[src/dpt_pkg.sv]
`timescale 1ns / 1ps
`default_nettype none

package dpt_pkg;

    localparam logic [2:0] REG_WARN_QUANTITY = 3'd0;
    localparam logic [2:0] REG_WARN_ABOVE = 3'd1;
    localparam logic [2:0] REG_WARN_THRESHOLD = 3'd2;
    localparam logic [2:0] REG_ANTOINE_A = 3'd3;
    localparam logic [2:0] REG_ANTOINE_B = 3'd4;
    localparam logic [2:0] REG_ANTOINE_C = 3'd5;

    localparam logic [1:0] QTY_TEMP = 2'd0;
    localparam logic [1:0] QTY_HUMIDITY = 2'd1;
    localparam logic [1:0] QTY_PRESSURE = 2'd2;
    localparam logic [1:0] QTY_DEW = 2'd3;

    localparam int DIV_STEPS = 48;
    localparam int EXP_STEPS = 30;
    localparam int LOG_STEPS = 30;

    typedef struct packed {
        logic [1:0]         qty;
        logic [55:0]        tprod;
        logic signed [24:0] rh;
        logic signed [24:0] t;
        logic               dinv;
        logic               dneg;
        logic               den0;
        logic [47:0]        pq;
        logic [49:0]        rem;
        logic [49:0]        dvs;
        logic signed [48:0] q;
        logic signed [23:0] e;
        logic signed [55:0] y;
        logic signed [9:0]  n;
        logic [29:0]        ef;
        logic [31:0]        acc;
        logic signed [31:0] pp;
        logic [4:0]         lp;
        logic [31:0]        lm;
        logic [29:0]        lf;
        logic signed [63:0] lprod;
        logic signed [21:0] logv;
        logic signed [50:0] den;
        logic signed [49:0] t2;
        logic signed [31:0] value;
        logic               inv;
    } item_t;

    typedef logic [31:0] root_tab_t [EXP_STEPS];

    function automatic logic [63:0] isqrt64(input logic [63:0] x);
        logic [63:0] r;
        logic [63:0] b;
        logic [63:0] xr;
        r = 64'd0;
        b = 64'd1 << 62;
        xr = x;
        for (int i = 0; i < 32; i++)
        begin
            if (xr >= r + b)
            begin
                xr = xr - (r + b);
                r = (r >> 1) + b;
            end
            else
            begin
                r = r >> 1;
            end
            b = b >> 2;
        end
        return r;
    endfunction

    function automatic root_tab_t exp_root_table();
        root_tab_t tab;
        logic [63:0] t;
        t = 64'd1 << 31;
        for (int k = 0; k < EXP_STEPS; k++)
        begin
            t = isqrt64(t << 30);
            tab[k] = t[31:0];
        end
        return tab;
    endfunction

    localparam root_tab_t EXP_ROOT = exp_root_table();

endpackage

`default_nettype wire

[src/dpt_log_cell.sv]
`timescale 1ns / 1ps
`default_nettype none

module dpt_log_cell
    import dpt_pkg::*;
(
    input  logic  clk,
    input  logic  rst_n,
    input  logic  en,
    input  logic  in_valid,
    input  item_t in_item,
    output logic  out_valid,
    output item_t out_item
);

    logic [63:0] sq;
    logic [31:0] m2;
    item_t       item_next;
    item_t       item_reg;
    logic        valid_reg;

    always_comb
    begin
        sq = {32'd0, in_item.lm} * {32'd0, in_item.lm};
        m2 = sq[61:30];
        item_next = in_item;
        item_next.lm = m2[31] ? {1'b0, m2[31:1]} : m2;
        item_next.lf = {in_item.lf[28:0], m2[31]};
    end

    always_ff @(posedge clk or negedge rst_n)
    begin
        if (!rst_n)
        begin
            valid_reg <= 1'b0;
        end
        else if (en)
        begin
            valid_reg <= in_valid;
        end
    end

    always_ff @(posedge clk)
    begin
        if (en)
        begin
            item_reg <= item_next;
        end
    end

    assign out_valid = valid_reg;
    assign out_item = item_reg;

endmodule

`default_nettype wire

[config.mk]
export PLATFORM = sky130hd
export DESIGN_NAME = dpt_log_cell
export DESIGN_NICKNAME = d
export VERILOG_FILES = /design/src/dpt_pkg.sv /design/src/dpt_log_cell.sv
export SDC_FILE = /design/constraint.sdc
export NUM_CORES = 2
export LEC_CHECK = 0
export ABC_CLOCK_PERIOD_IN_PS = 1100
export BUFFER_PORTS_ARGS = -buffer_cell sky130_fd_sc_hd__buf_2
export CAP_MARGIN = 20
export CORE_AREA = 2 2 606 608
export DETAILED_ROUTE_END_ITERATION = 10
export DIE_AREA = 0 0 608 610
export PLACE_DENSITY_LB_ADDON = 0.08
export SYNTH_ARGS = -nofsm -noshare
export SYNTH_HDL_FRONTEND = slang
export SYNTH_SLANG_ARGS = --single-unit
[constraint.sdc]
create_clock -name clk -period 1.1 [get_ports clk]
set_clock_uncertainty 0.15 [all_clocks]
set_input_delay 0.165 -clock clk [delete_from_list [all_inputs] [get_ports clk]]
set_output_delay 0.165 -clock clk [all_outputs]
set_load 0.01 [all_outputs]
==> metrics.csv <==
metric;value;unit
Max Cap Violations;0;
critical path class;input pin to flip-flop;
die footprint;0.371;sq mm
DP HPWL;411000;microns
clock slew at reported path FFs;0.07;ns
DR WL/cell;36.4;microns
CP max FO;8;
Starting Density;14.4;%
Die Y;610;microns
failing checks;hold timing, setup timing;
IO Pins;1563;
clk sinks;779;
flip-flop and latch count after synthesis;779;
Min Hold Slack;-0.251;ns
fmax;136;MHz
Slew headroom;44.1;%
Peak VDD IR;6.11;mV
met3 wire len;32800;microns
RSZ-0062 raised after global routing;yes;
fillcell total;38700;
largest net degree at the start of global routing;38;
Cell Area, Synth;0.0524;sq mm
outcome;complete, but fails checks;
Clock Tree Root;clkbuf_16;
routed wl met2;217000;microns
Vias;46600;
PwrDens;3920;mW/mm^2
first-pass GRT wire length;577000;microns
Gate Count Post-Synth;3883;
Multi-input gate area;0.0260;sq mm
Post-CTS Hold Fix Bufs;1320;
initial antenna violation count;303;
Synth Area in XOR/XNOR;1.20;%
Die Wd;608;microns
total CTS buffers;116;
HP Class;input pin to flip-flop;
final wirelength;463000;microns
sw power;173;mW
final core utilization;26.8;%
DR iter-0 viols;2996;
startpoint type of the worst setup path;input pin;
DRT Pass-1 Iters;5;
Top FF cell, synth;edfxtp_1;
internal power;210;mW
Layout area overhead;86.6;%
post-layout min period;7.34;ns
Flop pwr share;10.4;%
CTS tree;done;
Final ANT Viol Nets;0;
Cell variety after synth;64;
core box area;0.364;sq mm
period utilization;667;%
post-synthesis compound-gate area fraction;2.61;%
worst skew pair latency;0.82;ns
critical path required time;1.55;ns
Leak;44.4;nW
Nets;9579;
clock group share of total power;9.6;%
DRC Markers;0;
fin worst setup slack;-6.24;ns
number of synthesized flops with an enable pin;778;
grt total ovfl;0;
routed length on met1;191000;microns
vias per std cell;3.67;
part of the power in combinational logic;80.0;%
IO buf count;1560;
Avg Inst Size Synth;13.5;sq um
simple-gate share of the synthesized area;6.05;%
number of setup violations in the final report;1121;
slowest CP cell;fa_1;
vias in the first global route;50500;
register area share after synthesis;44.7;%
gpl congestion;0.983;
commonest non-fill, non-tap cell in the layout;dlygate4sd3_1;
slowest stage delay, CP;0.59;ns
Top Metal Used;met5;
CP Capture Type;flip-flop;
Synth Area in Adders;37.1;%
most frequent cells in the layout;dlygate4sd3_1 (1320), buf_2 (1138), inv_1 (939), edfxtp_1 (778), fa_1 (726);
layout cells sized above 1;37.8;%
Mapped Nets;5742;
GRT Util Overall;24.4;%
CTS max path bufs;4;
Worst EP arrival;7.79;ns
multiplexer share of the synthesized area;0.571;%
final number of hold-violating endpoints;210;
# rows;222;
largest family of logic cells by synthesized area;adder cells;
total power;383;mW
Slew @ Worst Pin;0.836;ns
warnings from Yosys;0;
async set-reset flop share out of synthesis;0.128;%
# H-tree levels;3;
final max-slew violation count;0;
sw frac;45.2;%
Register Area;0.0234;sq mm
-- path summary, 6_finish.rpt --
path | from | endpoint | slack, ns | depth (start not counted)
setup / recovery | in_item[261] | out_item[274] | -6.24 | 29
hold reg to reg | out_valid | out_valid | 0.38 | 1
setup reg to reg | out_valid | out_valid | 0.20 | 1
min in group asynchronous | rst_n | out_valid | 0.58 | 4
max in group asynchronous | rst_n | out_valid | 0.12 | 4
hold / removal | en | out_item[32] | -0.25 | 2
-- cell type report --
cell class	count	share of cell area, %
Sequential cell	779	23.9
Multi-Input combinational cell	2022	26.6
Clock inverter	71	0.529
Antenna cell	88	0.225
Inverter	968	3.72
Clock buffer	139	3.08
Timing Repair Buffer	3833	35.8
Tap cell	4816	6.16
-- sequential cells by signal, summed over array words and instances (netlist names) --
signal     flops
out_valid      1
out_item     778
-- synthesized netlist by cell type, drive strengths merged (5+ instances only) --
cell    count  area share, %
nand4      16           0.19
and3       12           0.14
a21oi      53           0.53
xor2       39           0.65
or2         7          0.084
nor2       66           0.47
nand3       9          0.086
nor2b      10           0.12
inv       968            6.9
o21ai      35           0.33
ha        283            6.8
a211oi      7           0.12
clkbuf    103           0.74
xnor2      33           0.55
buf        11           0.16
o211ai      7           0.11
nor3        9          0.096
fa        793             30
edfxtp    778             45
a21o       38           0.54
mux2       23           0.49
nand2     282            2.0
o21a        5          0.072
and2      225            2.7
o21bai     11           0.16
a31o       10           0.17
a31oi       8          0.096
-- worst max-delay path, delay by kind of cell --
kind	cells	cell delay, ns
adder cells (fa/ha/maj)	9	4.42
buffers and inverters	11	1.25
AO/OA/AOI/OAI	4	0.96
AND/OR/NAND/NOR	4	0.65
multiplexers	1	0.30
-- layer usage --
layer  vias to the layer above  global-route usage [%]
met1                     24200                    30.3
met4                        44                    8.44
met5                         -                       0
met3                       560                    6.77
met2                      1820                    40.5
li1                      20000                       -
-- metrics by stage --
stage	area [sq um]	worst slack [ns]	hold slack [ns]	setup TNS, ns	cells
3_3_place_gp	76700	-7.69	-0.201	-457.01	11000
6_report	97800	-6.24	-0.251	-819.58	12700
4_1_cts	96500	-6.30	-0.364	-884.93	12600
5_1_grt	97600	-6.42	-0.304	-874.76	12700
2_1_floorplan	53000	-6.26	-0.281	-196.64	3883
3_5_place_dp	76700	-7.74	-0.201	-460.03	11000
-- cells by family (layout without fill, tap and decap cells) --
kind of cell,count (synthesis),count (layout)
buffers and inverters,1082,5011
adders and majority gates,1076,1076
DFF,779,779
and+or+nand+nor,647,647
AOI/OAI and AO/OA,199,199
xor gates and xnor gates,72,72
muxes,27,27
other,1,89
-- power groups by stage --
stage / clock, mW / combinational, mW / sequential (mW)
floorplan: 0 / 145 / 41.8
global placement: 0 / 239 / 40.1
detailed placement: 0 / 238 / 40.0
CTS: 38.4 / 273 / 39.6
global route: 39.0 / 320 / 39.8
finish: 36.9 / 306 / 39.7
-- repair_timing --
item | 4_1_cts | 5_1_grt
resized for setup | 696 | 188
endpoints found under the hold margin | 1520 | 320
pin swaps | 80 | 88
gates cloned | 5 | 5
setup buffers | 34 | 26
setup endpoints to repair | 811 | 1104
No activity file was read; power rests on OpenSTA's default activity.
