$ cat config.mk
export PLATFORM = sky130hd
export DESIGN_NAME = dpt_exp_cell
export DESIGN_NICKNAME = d
export VERILOG_FILES = /design/src/dpt_pkg.sv /design/src/dpt_exp_cell.sv
export SDC_FILE = /design/constraint.sdc
export NUM_CORES = 2
export LEC_CHECK = 0
export ABC_AREA = 0
export BUFFER_PORTS_ARGS = -buffer_cell sky130_fd_sc_hd__buf_2
export CORE_AREA = 2 2 617 619
export CTS_CLUSTER_SIZE = 16
export DETAILED_ROUTE_END_ITERATION = 6
export DIE_AREA = 0 0 619 621
export GPL_TIMING_DRIVEN = 0
export PLACE_DENSITY = 0.34
export REMOVE_ABC_BUFFERS = 1
export SLEW_MARGIN = 20
export SYNTH_ARGS = -nofsm -noshare
export SYNTH_HDL_FRONTEND = slang
export SYNTH_SLANG_ARGS = --single-unit
$ cat constraint.sdc
create_clock -name clk -period 0.8 [get_ports clk]
set_input_delay 0.24 -clock clk [delete_from_list [all_inputs] [get_ports clk]]
set_output_delay 0.24 -clock clk [all_outputs]
set_load 0.05 [all_outputs]
$ cat src/dpt_pkg.sv
`timescale 1ns / 1ps
`default_nettype none

package dpt_pkg;

    localparam logic [2:0] REG_WARN_QUANTITY = 3'd0;
    localparam logic [2:0] REG_WARN_ABOVE = 3'd1;
    localparam logic [2:0] REG_WARN_THRESHOLD = 3'd2;
    localparam logic [2:0] REG_ANTOINE_A = 3'd3;
    localparam logic [2:0] REG_ANTOINE_B = 3'd4;
    localparam logic [2:0] REG_ANTOINE_C = 3'd5;

    localparam logic [1:0] QTY_TEMP = 2'd0;
    localparam logic [1:0] QTY_HUMIDITY = 2'd1;
    localparam logic [1:0] QTY_PRESSURE = 2'd2;
    localparam logic [1:0] QTY_DEW = 2'd3;

    localparam int DIV_STEPS = 48;
    localparam int EXP_STEPS = 30;
    localparam int LOG_STEPS = 30;

    typedef struct packed {
        logic [1:0]         qty;
        logic [55:0]        tprod;
        logic signed [24:0] rh;
        logic signed [24:0] t;
        logic               dinv;
        logic               dneg;
        logic               den0;
        logic [47:0]        pq;
        logic [49:0]        rem;
        logic [49:0]        dvs;
        logic signed [48:0] q;
        logic signed [23:0] e;
        logic signed [55:0] y;
        logic signed [9:0]  n;
        logic [29:0]        ef;
        logic [31:0]        acc;
        logic signed [31:0] pp;
        logic [4:0]         lp;
        logic [31:0]        lm;
        logic [29:0]        lf;
        logic signed [63:0] lprod;
        logic signed [21:0] logv;
        logic signed [50:0] den;
        logic signed [49:0] t2;
        logic signed [31:0] value;
        logic               inv;
    } item_t;

    typedef logic [31:0] root_tab_t [EXP_STEPS];

    function automatic logic [63:0] isqrt64(input logic [63:0] x);
        logic [63:0] r;
        logic [63:0] b;
        logic [63:0] xr;
        r = 64'd0;
        b = 64'd1 << 62;
        xr = x;
        for (int i = 0; i < 32; i++)
        begin
            if (xr >= r + b)
            begin
                xr = xr - (r + b);
                r = (r >> 1) + b;
            end
            else
            begin
                r = r >> 1;
            end
            b = b >> 2;
        end
        return r;
    endfunction

    function automatic root_tab_t exp_root_table();
        root_tab_t tab;
        logic [63:0] t;
        t = 64'd1 << 31;
        for (int k = 0; k < EXP_STEPS; k++)
        begin
            t = isqrt64(t << 30);
            tab[k] = t[31:0];
        end
        return tab;
    endfunction

    localparam root_tab_t EXP_ROOT = exp_root_table();

endpackage

`default_nettype wire

$ cat src/dpt_exp_cell.sv
`timescale 1ns / 1ps
`default_nettype none

module dpt_exp_cell
    import dpt_pkg::*;
(
    input  logic        clk,
    input  logic        rst_n,
    input  logic        en,
    input  logic [31:0] root,
    input  logic        in_valid,
    input  item_t       in_item,
    output logic        out_valid,
    output item_t       out_item
);

    logic [63:0] prod;
    item_t       item_next;
    item_t       item_reg;
    logic        valid_reg;

    always_comb
    begin
        prod = {32'd0, in_item.acc} * {32'd0, root} + (64'd1 << 29);
        item_next = in_item;
        if (in_item.ef[29])
        begin
            item_next.acc = prod[61:30];
        end
        item_next.ef = {in_item.ef[28:0], 1'b0};
    end

    always_ff @(posedge clk or negedge rst_n)
    begin
        if (!rst_n)
        begin
            valid_reg <= 1'b0;
        end
        else if (en)
        begin
            valid_reg <= in_valid;
        end
    end

    always_ff @(posedge clk)
    begin
        if (en)
        begin
            item_reg <= item_next;
        end
    end

    assign out_valid = valid_reg;
    assign out_item = item_reg;

endmodule

`default_nettype wire

==> summary.md <==
| Metric | Value |
|---|---|
| Critical Path End Type | flop |
| CP dominant cell by count | fa_1 |
| Vias | 47700 |
| RSZ-0062 raised after global routing | yes |
| Final Cycle Share | 8.45 |
| Leak | 40.2 nW |
| Initial antenna violation count | 537 |
| Synth top area share | 0.413 |
| Core Rows | 226 |
| Top delay family on crit path | adder cells |
| Vias per std cell | 3.90 |
| Hold_ws | 0.0602 ns |
| Fin. Hold Viols | 0 |
| Port-buffer cells | 1593 |
| Remaining DRCs | 0 |
| CP max stage cell | a2111oi_4 |
| Layout area overhead | 64.0% |
| Sequential cell area | 0.0234 mm^2 |
| Layout cells sized above 1 | 0.311 |
| FMAX | 0.148 GHz |
| CP startpoint kind | primary input |
| Status | finished with violations |
| Iteration-0 DRC Markers | 3375 |
| WS Path Type | primary input to flop |
| Synth Instances | 4419 |
| Worst Path Required | 1.42 ns |
| Ys flop type | edfxtp_1 |
| Post-synthesis cell area | 0.0566 mm^2 |
| Crit-path max FO | 17 |
| Syn Area/Cell | 12.8 um^2 |
| Area of the multi-input gates | 0.0305 mm^2 |
| Die Area | 0.384 mm^2 |
| Max_cap viols | 0 |
| Final setup margin | -5.96 ns |
| Hold Crit Class | primary input to flop |
| Setup Skew | 0 ns |
| Final Core Density | 0.246 |
| Pwr Density | 4470 mW/mm^2 |
| GR Overflow Total | 0 |
| Cell taking the most area after synthesis | edfxtp_1 |
| Asr flop ratio synth | 0.00128 |
| Clock Sink Count | 779 |
| Most common cell in the netlist | fa_1 |
| First-pass GRT wire length | 660000 um |
| Max VDD drop | 7710 uV |
| Final ANT Viol Nets | 0 |
| Final Power | 415 mW |
| Clock root cell | clkbuf_16 |
| Fill count | 40400 |
| Fin crit period | 6.76 ns |
| WP buf/inv | 3 |
| Synth top area cells | edfxtp_1 41%, fa_1 32%, and2_1 7.0% |
| GR Util All Layers | 0.279 |
| Setup_tns | -973.87 ns |
| WL/cell | 45.4 um |
| EDFF count, synth | 778 |
| Clk buf depth | 4 |
| Boundary Pins | 1595 |
| Die width | 619 um |
| Pre-CTS setup slack | -8.27 ns |
| Crit path cell chain | buf_16, and2_4, fa_1, fa_1, fa_1, inv_2, fa_1, inv_2, fa_1, fa_1, fa_1, fa_2, ha_4, a21o_1, a21oi_2, o21ai_4, a21oi_4, a2111oi_4, nor2_4, o21a_4, o311ai_4, xor2_1, mux2_4 |
| Least-Margin Pin Slew | 1.16 ns |
| Netlist cell types | 60 |
| Flop and latch count out of synthesis | 779 |
| Vias in the first global route | 49600 |
| Largest net degree at the start of global routing | 116 |
| Violated checks | negative setup slack |
| Worst-skew pair later-pin latency | 0.85 ns |
| CORE AREA | 0.378 mm^2 |
| Post-synth top cells | 896 x fa_1, 878 x inv_1, 778 x edfxtp_1, 637 x and2_1, 420 x nand2_1 |
| Post-synthesis sequential area ratio | 0.413 |
| Setup-failing EPs final | 991 |
| Die Y | 621 um |
| H-tree depth | 3 |
| CTS clk-pin slew, worst paths | 0.08 ns |
| CTS tree | done |
| Drt first pass iters | 5 |
| Net count reported at finish | 8892 |
| Routability congestion estimate | 1.03 |
| Ys Warns | 0 |
| Inserted Clock Buffers | 118 |
| Crit-path max cell delay | 0.57 ns |
| Overall routed net length | 555000 um |
| Initial core utilization | 0.150 |
| DP HPWL | 471000 um |
| Final Max Tran Viols | 0 |
| Worst EP arrival | 7.37 ns |
| Worst slew margin | 0.229 |
-- power by group --
group / switching, mW / internal (mW)
sequential: 5.95 / 50.4
combinational: 172 / 129
clock: 24.3 / 33.9
-- path summary, 6_finish.rpt --
check	to	slack [ns]	from	cells after the start
max in group asynchronous	out_valid$_DFFE_PN0P_	0.45	rst_n	3
setup reg to reg	out_valid$_DFFE_PN0P_	0.03	out_valid$_DFFE_PN0P_	1
setup / recovery	out_item[348]$_DFFE_PP_	-5.96	in_item[333]	23
hold reg to reg	out_valid$_DFFE_PN0P_	0.55	out_valid$_DFFE_PN0P_	1
hold / removal	out_item[704]$_DFFE_PP_	0.06	en	2
min in group asynchronous	out_valid$_DFFE_PN0P_	0.25	rst_n	3
-- logic make-up (layout without fill, tap and decap cells) --
kind of cell,Yosys count,in the layout,synth area share
AO/OA/AOI/OAI,181,181,0.0209
XOR/XNOR,39,39,0.00603
adder cells (fa/ha/maj),1165,1165,0.376
buffers and inverters,1088,3672,0.0723
flip-flops,779,779,0.413
multiplexers,29,29,0.00574
other,1,201,0.0000662
AND/OR/NAND/NOR,1137,1137,0.106
-- routing by layer --
metal / global-route usage / vias to the layer above / routed length (um)
li1: - / 19000 / -
met1: 0.328 / 24900 / 218000
met2: 0.481 / 2703 / 266000
met3: 0.0841 / 1104 / 44900
met4: 0.0906 / 62 / 25700
met5: 0 / - / 409
-- placed cells by master, fill, tap and decap left out, drive strengths merged, types with 60 or more instances in the layout --
master	synthesis	final
a21oi	60	60
and2	637	637
dlygate4sd3	0	863
buf	5	1678
fa	896	896
inv	878	885
diode	0	200
edfxtp	778	778
clkbuf	205	166
nand2	420	420
ha	269	269
-- stage by stage --
step / instance area, um^2 / cells
after floorplan: 55800 / 4209
after global placement: 70100 / 10800
after detailed placement: 70300 / 10800
after CTS: 90700 / 12000
after global routing: 92800 / 12200
final: 92900 / 12200
-- repair_timing --
action,4_1_cts,5_1_grt
endpoints found under the hold margin,851,6
setup buffers,25,35
gates cloned,29,31
gates resized for setup,1915,197
pin swaps,111,123
setup endpoints to repair,1273,1593
hold buffers,862,2
-- sequential cells by signal, indices dropped and copies added, names as in the netlist --
| register | cells |
|---|---|
| out_item | 778 |
| out_valid | 1 |
-- cell type report --
class / count / area share
Tap cell: 5016 / 0.0676
Timing Repair Buffer: 2583 / 0.268
Sequential cell: 779 / 0.252
Multi-Input combinational cell: 2552 / 0.328
Clock buffer: 136 / 0.0325
Clock inverter: 75 / 0.0111
Inverter: 878 / 0.0355
Antenna cell: 200 / 0.00539
Power figures use the tool's default switching activity.
