`src/dpt_pkg.sv`:
```
`timescale 1ns / 1ps
`default_nettype none

package dpt_pkg;

    localparam logic [2:0] REG_WARN_QUANTITY = 3'd0;
    localparam logic [2:0] REG_WARN_ABOVE = 3'd1;
    localparam logic [2:0] REG_WARN_THRESHOLD = 3'd2;
    localparam logic [2:0] REG_ANTOINE_A = 3'd3;
    localparam logic [2:0] REG_ANTOINE_B = 3'd4;
    localparam logic [2:0] REG_ANTOINE_C = 3'd5;

    localparam logic [1:0] QTY_TEMP = 2'd0;
    localparam logic [1:0] QTY_HUMIDITY = 2'd1;
    localparam logic [1:0] QTY_PRESSURE = 2'd2;
    localparam logic [1:0] QTY_DEW = 2'd3;

    localparam int DIV_STEPS = 48;
    localparam int EXP_STEPS = 30;
    localparam int LOG_STEPS = 30;

    typedef struct packed {
        logic [1:0]         qty;
        logic [55:0]        tprod;
        logic signed [24:0] rh;
        logic signed [24:0] t;
        logic               dinv;
        logic               dneg;
        logic               den0;
        logic [47:0]        pq;
        logic [49:0]        rem;
        logic [49:0]        dvs;
        logic signed [48:0] q;
        logic signed [23:0] e;
        logic signed [55:0] y;
        logic signed [9:0]  n;
        logic [29:0]        ef;
        logic [31:0]        acc;
        logic signed [31:0] pp;
        logic [4:0]         lp;
        logic [31:0]        lm;
        logic [29:0]        lf;
        logic signed [63:0] lprod;
        logic signed [21:0] logv;
        logic signed [50:0] den;
        logic signed [49:0] t2;
        logic signed [31:0] value;
        logic               inv;
    } item_t;

    typedef logic [31:0] root_tab_t [EXP_STEPS];

    function automatic logic [63:0] isqrt64(input logic [63:0] x);
        logic [63:0] r;
        logic [63:0] b;
        logic [63:0] xr;
        r = 64'd0;
        b = 64'd1 << 62;
        xr = x;
        for (int i = 0; i < 32; i++)
        begin
            if (xr >= r + b)
            begin
                xr = xr - (r + b);
                r = (r >> 1) + b;
            end
            else
            begin
                r = r >> 1;
            end
            b = b >> 2;
        end
        return r;
    endfunction

    function automatic root_tab_t exp_root_table();
        root_tab_t tab;
        logic [63:0] t;
        t = 64'd1 << 31;
        for (int k = 0; k < EXP_STEPS; k++)
        begin
            t = isqrt64(t << 30);
            tab[k] = t[31:0];
        end
        return tab;
    endfunction

    localparam root_tab_t EXP_ROOT = exp_root_table();

endpackage

`default_nettype wire

```
`src/dpt_div_cell.sv`:
```
`timescale 1ns / 1ps
`default_nettype none

module dpt_div_cell
    import dpt_pkg::*;
(
    input  logic  clk,
    input  logic  rst_n,
    input  logic  en,
    input  logic  in_valid,
    input  item_t in_item,
    output logic  out_valid,
    output item_t out_item
);

    logic [50:0] shifted;
    logic [50:0] diff;
    logic        ge;
    item_t       item_next;
    item_t       item_reg;
    logic        valid_reg;

    always_comb
    begin
        shifted = {in_item.rem, in_item.pq[47]};
        diff = shifted - {1'b0, in_item.dvs};
        ge = shifted >= {1'b0, in_item.dvs};
        item_next = in_item;
        item_next.rem = ge ? diff[49:0] : shifted[49:0];
        item_next.pq = {in_item.pq[46:0], ge};
    end

    always_ff @(posedge clk or negedge rst_n)
    begin
        if (!rst_n)
        begin
            valid_reg <= 1'b0;
        end
        else if (en)
        begin
            valid_reg <= in_valid;
        end
    end

    always_ff @(posedge clk)
    begin
        if (en)
        begin
            item_reg <= item_next;
        end
    end

    assign out_valid = valid_reg;
    assign out_item = item_reg;

endmodule

`default_nettype wire

```
`config.mk`:
```
export PLATFORM = sky130hd
export DESIGN_NAME = dpt_div_cell
export DESIGN_NICKNAME = d
export VERILOG_FILES = /design/src/dpt_pkg.sv /design/src/dpt_div_cell.sv
export SDC_FILE = /design/constraint.sdc
export NUM_CORES = 1
export LEC_CHECK = 0
export ABC_CLOCK_PERIOD_IN_PS = 2100
export BUFFER_PORTS_ARGS = -buffer_cell sky130_fd_sc_hd__buf_2
export CAP_MARGIN = 20
export CORE_AREA = 2 2 600 602
export DETAILED_ROUTE_END_ITERATION = 12
export DIE_AREA = 0 0 602 604
export GPL_TIMING_DRIVEN = 0
export SYNTH_ARGS = -nofsm -noshare
export SYNTH_HDL_FRONTEND = slang
export SYNTH_SLANG_ARGS = --single-unit
```
`constraint.sdc`:
```
create_clock -name clk -period 2.1 [get_ports clk]
set_input_delay 0.315 -clock clk [delete_from_list [all_inputs] [get_ports clk]]
set_output_delay 0.315 -clock clk [all_outputs]
set_load 0.01 [all_outputs]
```
==> summary.txt, run 1 <==
Critical path
  – CP Cell Sequence: buf_12, inv_12, ha_4, inv_2, fa_2, a211oi_2, o211ai_1, nand4_1, a21oi_4, or3_4, a211o_4, a211oi_2, xor2_1, o21ai_1
  – Crit. End Element: flip-flop
  – Worst setup SP type: input port
  – Critical Path RT: 2.64 ns
  – Slowest-stage cell, CP: a211o_4
  – Crit-path max cell delay: 0.41 ns
  – Setup CP Type: input port to flip-flop
  – CP Max Fanout: 6
  – Critical Path Most Common Cell: a211oi_2
  – CP arrival: 3.23 ns

Pwr
  – Overall Power: a little over 50 mW
  – Static Leak: ~21 nW
  – Max VDD drop: 686.4 uV
  – Power density cells: a little over 900 mW/mm^2

Run
  – Max-cap viol count: 0

CTS
  – Clock Sinks: 780
  – Clock buffer depth: 4
  – Clock slew at reported path FFs: around 0.06 ns
  – Max H-tree Level: 3
  – CTS root buffer: clkbuf_16
  – CTS tree: built
  – Worst skew pair latency: between 0.8 and 0.9 ns
  – Cts bufs inserted: 120

Layout
  – Share of cells above drive strength 1: between 50 and 60%
  – Filler cell count: 39820
  – Layout area overhead: 102.4%
  – Non-filler instance count after layout: ~9000
  – Final #Nets: 4722
  – Design Area, Final: 0.05500 mm^2

Floorplan
  – Die width: 602 um
  – Vert. Die Dim: 604 um
  – Starting Density: around 7.6%
  – Io pins: 1563
  – Die area: approximately 0.36 mm^2
  – Core ar.: 0.3576 mm^2
  – FP Rows: 220

Yosys
  – Post-synth top area share: 86.06%
  – Synthesis Warnings: 0
  – Syn_nets: 2209
  – Syn avg cell area: 19.77 um^2
  – Asr flop ratio synth: less than 1%
  – Top cells by count, synth: edfxtp_1 (779), nand2_1 (84), o21ai_0 (69)
  – Synth area leader: edfxtp_1
  – Synth unique cells: 71
  – Dominant cells by area after synthesis: edfxtp_1 (86%), ha_1 (2.3%), o21ai_0 (1.3%)
  – Cells after Synth: 1375
  – Post-synth EDFFs: 779
  – Synthesized area: 0.02718 mm^2
  – Register area share after synthesis: between 80% and 90%
  – #FFs+latches synth: slightly below 800
  – Most frequent cell after synthesis: edfxtp_1
  – Synth Flop Type: edfxtp_1

Drt
  – Avg WL per Cell: 35.59 um
  – Post-route ant nets: 0
  – DRT Wirelength: 313800 um
  – DR iter-0 viols: ~1900
  – DRT Pass-1 Iters: 5
  – Routed vias: 25124
  – Drt via density: 2.850
  – DRC: 0

Timing
  – Final Cycle Share: 128.4%
  – Worst-Margin Slew: 0.7845 ns
  – Slew headroom: 47.70%
  – WHS: -0.3694 ns
  – RSZ-0062 raised after global routing: true
  – Slew Limit Fails: 0
  – Final hold vios: 94
  – Min cycle time layout: about 2.7 ns
  – Final setup viols: 51
  – FMAX: roughly 0.37 GHz
  – Final WS setup: -0.5956 ns
  – Skew final: 0 ns

Placed design
  – Placed Cells: roughly 7700
  – GPL Wtd Cong: approximately 1
  – Number of port buffers: 1562
  – Hpwl dp: between 200000 and 300000 um
  – Placed inst area: 0.04149 mm^2
  – Worst slack, placed: -2.563 ns

GRT
  – Vias in the first global route: 24914
  – GRT Util Overall: between 15 and 20%
  – Initial antenna violation count: 325
  – Total grt overflow: 0
  – Largest net degree at the start of global routing: 107
  – First-pass GRT wire length: ~360000 um

Outcome
  – Status: complete, but fails checks
  – Failing checks: hold timing, setup timing

Worst hold path
  – Hold Crit Class: input port to flip-flop
-- cell families (layout without fill, tap and decap cells) --
family                     count (synthesis)  count (layout)  synth area share (%)
AOI/OAI and AO/OA                        216             216                 4.926
xor gates and xnor gates                  42              42                 1.353
adders and majority gates                 51              51                 2.375
buffers and inverters                     90            2698                 1.468
DFF                                      780             780                 86.15
muxes                                      7               7                0.2992
other                                      0              60                     0
and+or+nand+nor                          189             189                 3.425
-- metal layers --
metal | share of wire [%] | global-route usage, % | up-vias
li1 | - | - | 10501
met1 | 33 | 16.27 | 12143
met2 | 50 | 29.74 | 1661
met3 | 13 | 9.458 | 749
met4 | 4.0 | 4.343 | 70
met5 | 0.14 | 0 | -
-- area by class of cell --
cell class	count	area (um^2)	area share (%)
Clock buffer	134	3077	5.594
Tap cell	4773	5972	10.86
Buffer	18	267.8	0.4868
Multi-Input combinational cell	505	4379	7.962
Inverter	65	277.8	0.5050
Timing Repair Buffer	2398	16480	29.97
Clock inverter	83	978.4	1.779
Sequential cell	780	23420	42.58
Antenna cell	60	150.1	0.2730
-- cell usage in the layout (no fill, tap or decap), drive strengths merged, types with 14 or more instances in the layout --
master,count
ha,50
dlygate4sd3,777
diode,60
nand4,14
xnor2,22
a21oi,65
a21o,22
xor2,20
o21ai,74
inv,71
clkinv,45
edfxtp,779
clkbuf,139
nor2,25
nand3,14
nand2,85
buf,1634
bufinv,19
-- state kept, by name, indices dropped and copies added (netlist names) --
signal	cells
out_item	779
out_valid	1
-- stage by stage --
stage	TNS [ns]	util [%]
finish	-11.60	15.38
detailed placement	-359.95	11.60
CTS	-4.531	15.20
global route	-14.16	15.36
floorplan	-20.27	-
global placement	-	11.54
-- path summary, 6_finish.rpt --
kind | endpoint | cells past startpoint | startpoint | slack, ns
max | out_item[618] | 14 | in_item[667] | -0.60
min | out_item[521] | 1 | in_item[521] | -0.37
max reg2reg | out_valid | 1 | out_valid | 1.36
min reg2reg | out_valid | 1 | out_valid | 0.51
max in group asynchronous | out_valid | 3 | rst_n | 1.74
min in group asynchronous | out_valid | 3 | rst_n | 0.26
-- critical path, delay by kind of cell --
kind / cells / cell delay, ns
AO/OA/AOI/OAI: 6 / 1.37
XOR/XNOR: 1 / 0.18
adder cells (fa/ha/maj): 2 / 0.51
buffers and inverters: 3 / 0.19
AND/OR/NAND/NOR: 2 / 0.66
-- report_power, final --
group | total, mW | internal, mW | switching, mW | leakage (nW)
combinational | 9.45 | 3.37 | 6.07 | 11.9
sequential | 19.1 | 18.7 | 0.430 | 7.63
clock | 21.8 | 12.8 | 8.99 | 1.95
-- timing repair --
action	in CTS	in global routing
pin swaps	45	40
setup buffers	34	22
cloned	2	2
endpoints found under the hold margin	866	101
resized for setup	197	72
setup endpoints to repair	55	77
hold buffers	770	7
Power figures use the tool's default switching activity.
==> run 2: changes to the inputs <==
--- a/config.mk
+++ b/config.mk
@@ -5,12 +5,13 @@
 export SDC_FILE = /design/constraint.sdc
 export NUM_CORES = 1
 export LEC_CHECK = 0
+export ABC_AREA = 1
 export ABC_CLOCK_PERIOD_IN_PS = 2100
 export BUFFER_PORTS_ARGS = -buffer_cell sky130_fd_sc_hd__buf_2
 export CAP_MARGIN = 20
-export CORE_AREA = 2 2 600 602
+export CORE_AREA = 2 2 618 620
 export DETAILED_ROUTE_END_ITERATION = 12
-export DIE_AREA = 0 0 602 604
+export DIE_AREA = 0 0 620 622
 export GPL_TIMING_DRIVEN = 0
 export SYNTH_ARGS = -nofsm -noshare
 export SYNTH_HDL_FRONTEND = slang
==> summary.txt, run 2 <==
Floorplan
  – FP Rows: 226 (+2.7%)
  – Io pins: 1563 (unchanged)
  – Die area: 0.3856 mm^2 (+6.1%)
  – Die width: 620 um (+3.0%)
  – Core ar.: 0.3783 mm^2 (+5.8%)
  – Starting Density: 7.612% (+0.010 points)
  – Vert. Die Dim: 622 um (+3.0%)

Outcome
  – Status: complete, no violations

Timing
  – Setup TNS: 0 ns (+11.60 ns)
  – Slew Limit Fails: 0 (unchanged)
  – Final setup viols: 0 (-100%)
  – Slew headroom: 45.19% (-2.5 points)
  – Worst-Margin Slew: 0.8221 ns (+0.03763 ns)
  – RSZ-0062 raised after global routing: true
  – Final Cycle Share: 98.39% (-30 points)
  – Min cycle time layout: 2.066 ns (-0.6293 ns)
  – Final hold vios: 0 (-100%)
  – Skew final: 0 ns (unchanged)
  – FMAX: 0.4840 GHz (+30%)

Layout
  – Share of cells above drive strength 1: 42.06% (-8.1 points)
  – Non-filler instance count after layout: 9552 (+8.3%)
  – Final #Nets: 5216 (+10%)
  – Most common library cell in the layout ignoring fill and taps: buf_2
  – Max reg flops: 779 (unchanged)
  – Filler cell count: 42649 (+7.1%)
  – Most frequent cells in the layout: buf_2 (1558), dlygate4sd3_1 (780), edfxtp_1 (779)
  – Util after Layout: 14.68% (-0.71 points)
  – Layout area overhead: 92.79%

Drt
  – DRT Wirelength: 318900 um (+1.6%)
  – DRC: 0 (unchanged)
  – Post-route ant nets: 0 (unchanged)
  – Avg WL per Cell: 33.39 um (-6.2%)
  – Drt via density: 2.845 (-0.16%)
  – DRT Pass-1 Iters: 7 (+2)
  – Routed vias: 27179 (+8.2%)
  – DR iter-0 viols: 1871 (-1.9%)

Critical path
  – Crit-path max cell delay: 0.52 ns (+0.11 ns)
  – Critical Path RT: 2.63 ns (about the same)
  – Worst setup SP type: input port
  – CP Cell Sequence: buf_2, inv_1, ha_1, nand2_1, nor4_4, nand4_4, nand3_4, buf_12, buf_8, o21ai_1
  – Crit. End Element: flip-flop
  – Setup CP Type: input port to flip-flop
  – Worst Path Buf+Inv: 4 (+1)
  – CP Max Fanout: 10 (+4)
  – CP arrival: 2.60 ns (-0.63 ns)
  – Crit-path leading delay family: simple AND/OR/NAND/NOR gates
  – Slowest-stage cell, CP: nor4_4

Worst hold path
  – Hold Crit Class: input port to flip-flop

GRT
  – Initial antenna violation count: 319 (-1.8%)
  – GRT Util Overall: 15.96% (-0.64 points)
  – Vias in the first global route: 27180 (+9.1%)
  – First-pass GRT wire length: 374000 um (+2.9%)
  – Total grt overflow: 0 (unchanged)
  – Largest net degree at the start of global routing: 125 (+17%)

CTS
  – Clock Sinks: 780 (unchanged)
  – Max H-tree Level: 3 (unchanged)
  – CTS tree: built
  – Worst skew pair latency: 0.88 ns (about the same)
  – Clock buffer depth: 4 (unchanged)
  – Cts bufs inserted: 113 (-5.8%)
  – CTS root buffer: clkbuf_16
  – Clock slew at reported path FFs: 0.06 ns (about the same)

Yosys
  – Synth unique cells: 37 (-48%)
  – #FFs+latches synth: 780 (unchanged)
  – Synthesized area: 0.02880 mm^2 (+6.0%)
  – Dominant cells by area after synthesis: edfxtp_1 (81%), nand2_1 (5.9%), inv_1 (3.6%)
  – Top cells by count, synth: edfxtp_1 (779), nand2_1 (454), inv_1 (279)
  – Synth Flop Type: edfxtp_1
  – Synth area leader: edfxtp_1
  – Most frequent cell after synthesis: edfxtp_1
  – Cells after Synth: 1912 (+39%)
  – Post-synth EDFFs: 779 (unchanged)
  – Register area share after synthesis: 81.31% (-4.8 points)
  – Post-synth top area share: 81.22% (-4.8 points)
  – Syn_nets: 2746 (+24%)
  – Synthesis Warnings: 0 (unchanged)
  – Asr flop ratio synth: 0.1282% (unchanged)
  – Syn avg cell area: 15.06 um^2 (-24%)

Pwr
  – Max VDD drop: 702.8 uV (+2.4%)
  – Static Leak: 22.78 nW (+6.2%)
  – Power density cells: 881.5 mW/mm^2 (-3.7%)

Placed design
  – Hpwl dp: 280600 um (+2.6%)
  – GPL Wtd Cong: 1.058 (+8.7%)
  – Placed Cells: 8497 (+10%)
  – Number of port buffers: 1562 (unchanged)

Run
  – Max-cap viol count: 0 (unchanged)
==> run 2: cell types whose count changed after synthesis, moves of 22 or more <==
cell     previous run  this run
nand2_1            84       454
inv_1              65       279
nor2_1             25        87
o21ai_0            69        24
a21oi_1            64        26
nand3_1            14        47
a21o_1             22         0
xnor2_1            22         0
==> run 2: cell families after synthesis <==
family / count (synthesis) / synth area share, %
mux: 1 / 0.03910
buf+inv: 311 / 4.218
compound gates: 62 / 1.169
flops: 780 / 81.31
simple gates: 678 / 10.14
xor+xnor: 29 / 0.8819
fa+ha+maj: 51 / 2.242
==> run 2: final timing paths <==
| check | slack [ns] | cells after the start | start | endpoint |
|---|---|---|---|---|
| hold reg to reg | 0.52 | 1 | out_valid | out_valid |
| max in group asynchronous | 1.73 | 3 | rst_n | out_valid |
| setup / recovery | 0.03 | 10 | in_item[525] | out_item[593] |
| setup reg to reg | 1.35 | 1 | out_valid | out_valid |
| hold / removal | 0.07 | 3 | in_item[598] | out_item[599] |
| min in group asynchronous | 0.27 | 3 | rst_n | out_valid |
==> run 2: area by class of cell <==
cell class / instances / area (um^2) / share of cell area (%)
inverter: 297 / 1115 / 2.008
antenna: 64 / 160.2 / 0.2884
multi-input combinational: 821 / 4538 / 8.173
sequential: 780 / 23420 / 42.18
timing repair buffer: 2355 / 15960 / 28.74
clock inverter: 84 / 1061 / 1.911
clock buffer: 121 / 2879 / 5.185
buffer: 14 / 118.9 / 0.2141
tap: 5016 / 6276 / 11.30
==> run 2: power by group <==
part / internal, mW / switching, mW
clock: 12.4 / 8.65
combinational: 2.94 / 5.89
sequential: 18.6 / 0.379
==> run 2: stage by stage <==
step / setup slack [ns] / total power [mW] / area (um^2) / hold slack (ns)
after floorplan: 0.0001039 / 21.20 / 28990 / 0.01941
after global placement: -14.42 / 27.09 / 43080 / 0.08964
after detailed placement: -1.210 / 26.70 / 43290 / 0.09214
after CTS: 0.008685 / 50.24 / 55240 / 0.0002436
after global routing: -0.002187 / 50.98 / 55440 / 0.0006230
final: 0.03379 / 48.95 / 55520 / 0.06639
==> run 2: worst min-delay path, cell delays in order <==
cell	delay [ns]
buf_2	0.14
nand4_1	0.12
nand2_2	0.15
==> run 2: timing repair <==
| item | in CTS | in global routing |
|---|---|---|
| pin swaps | 1 | 3 |
| hold buffers | 783 | 0 |
| hold endpoints to repair | 821 | 0 |
| setup buffers | 3 | 0 |
| setup endpoints to repair | 49 | 36 |
| resized for setup | 19 | 46 |
==> run 2: metal layers <==
layer  vias to the layer above  GRT usage (%)  share of wire [%]
li1                      11653              -                  -
met5                         -              0              0.086
met2                      1844          29.17                 50
met4                        40          5.128                4.7
met3                       760          8.546                 12
met1                     12882          15.11                 33
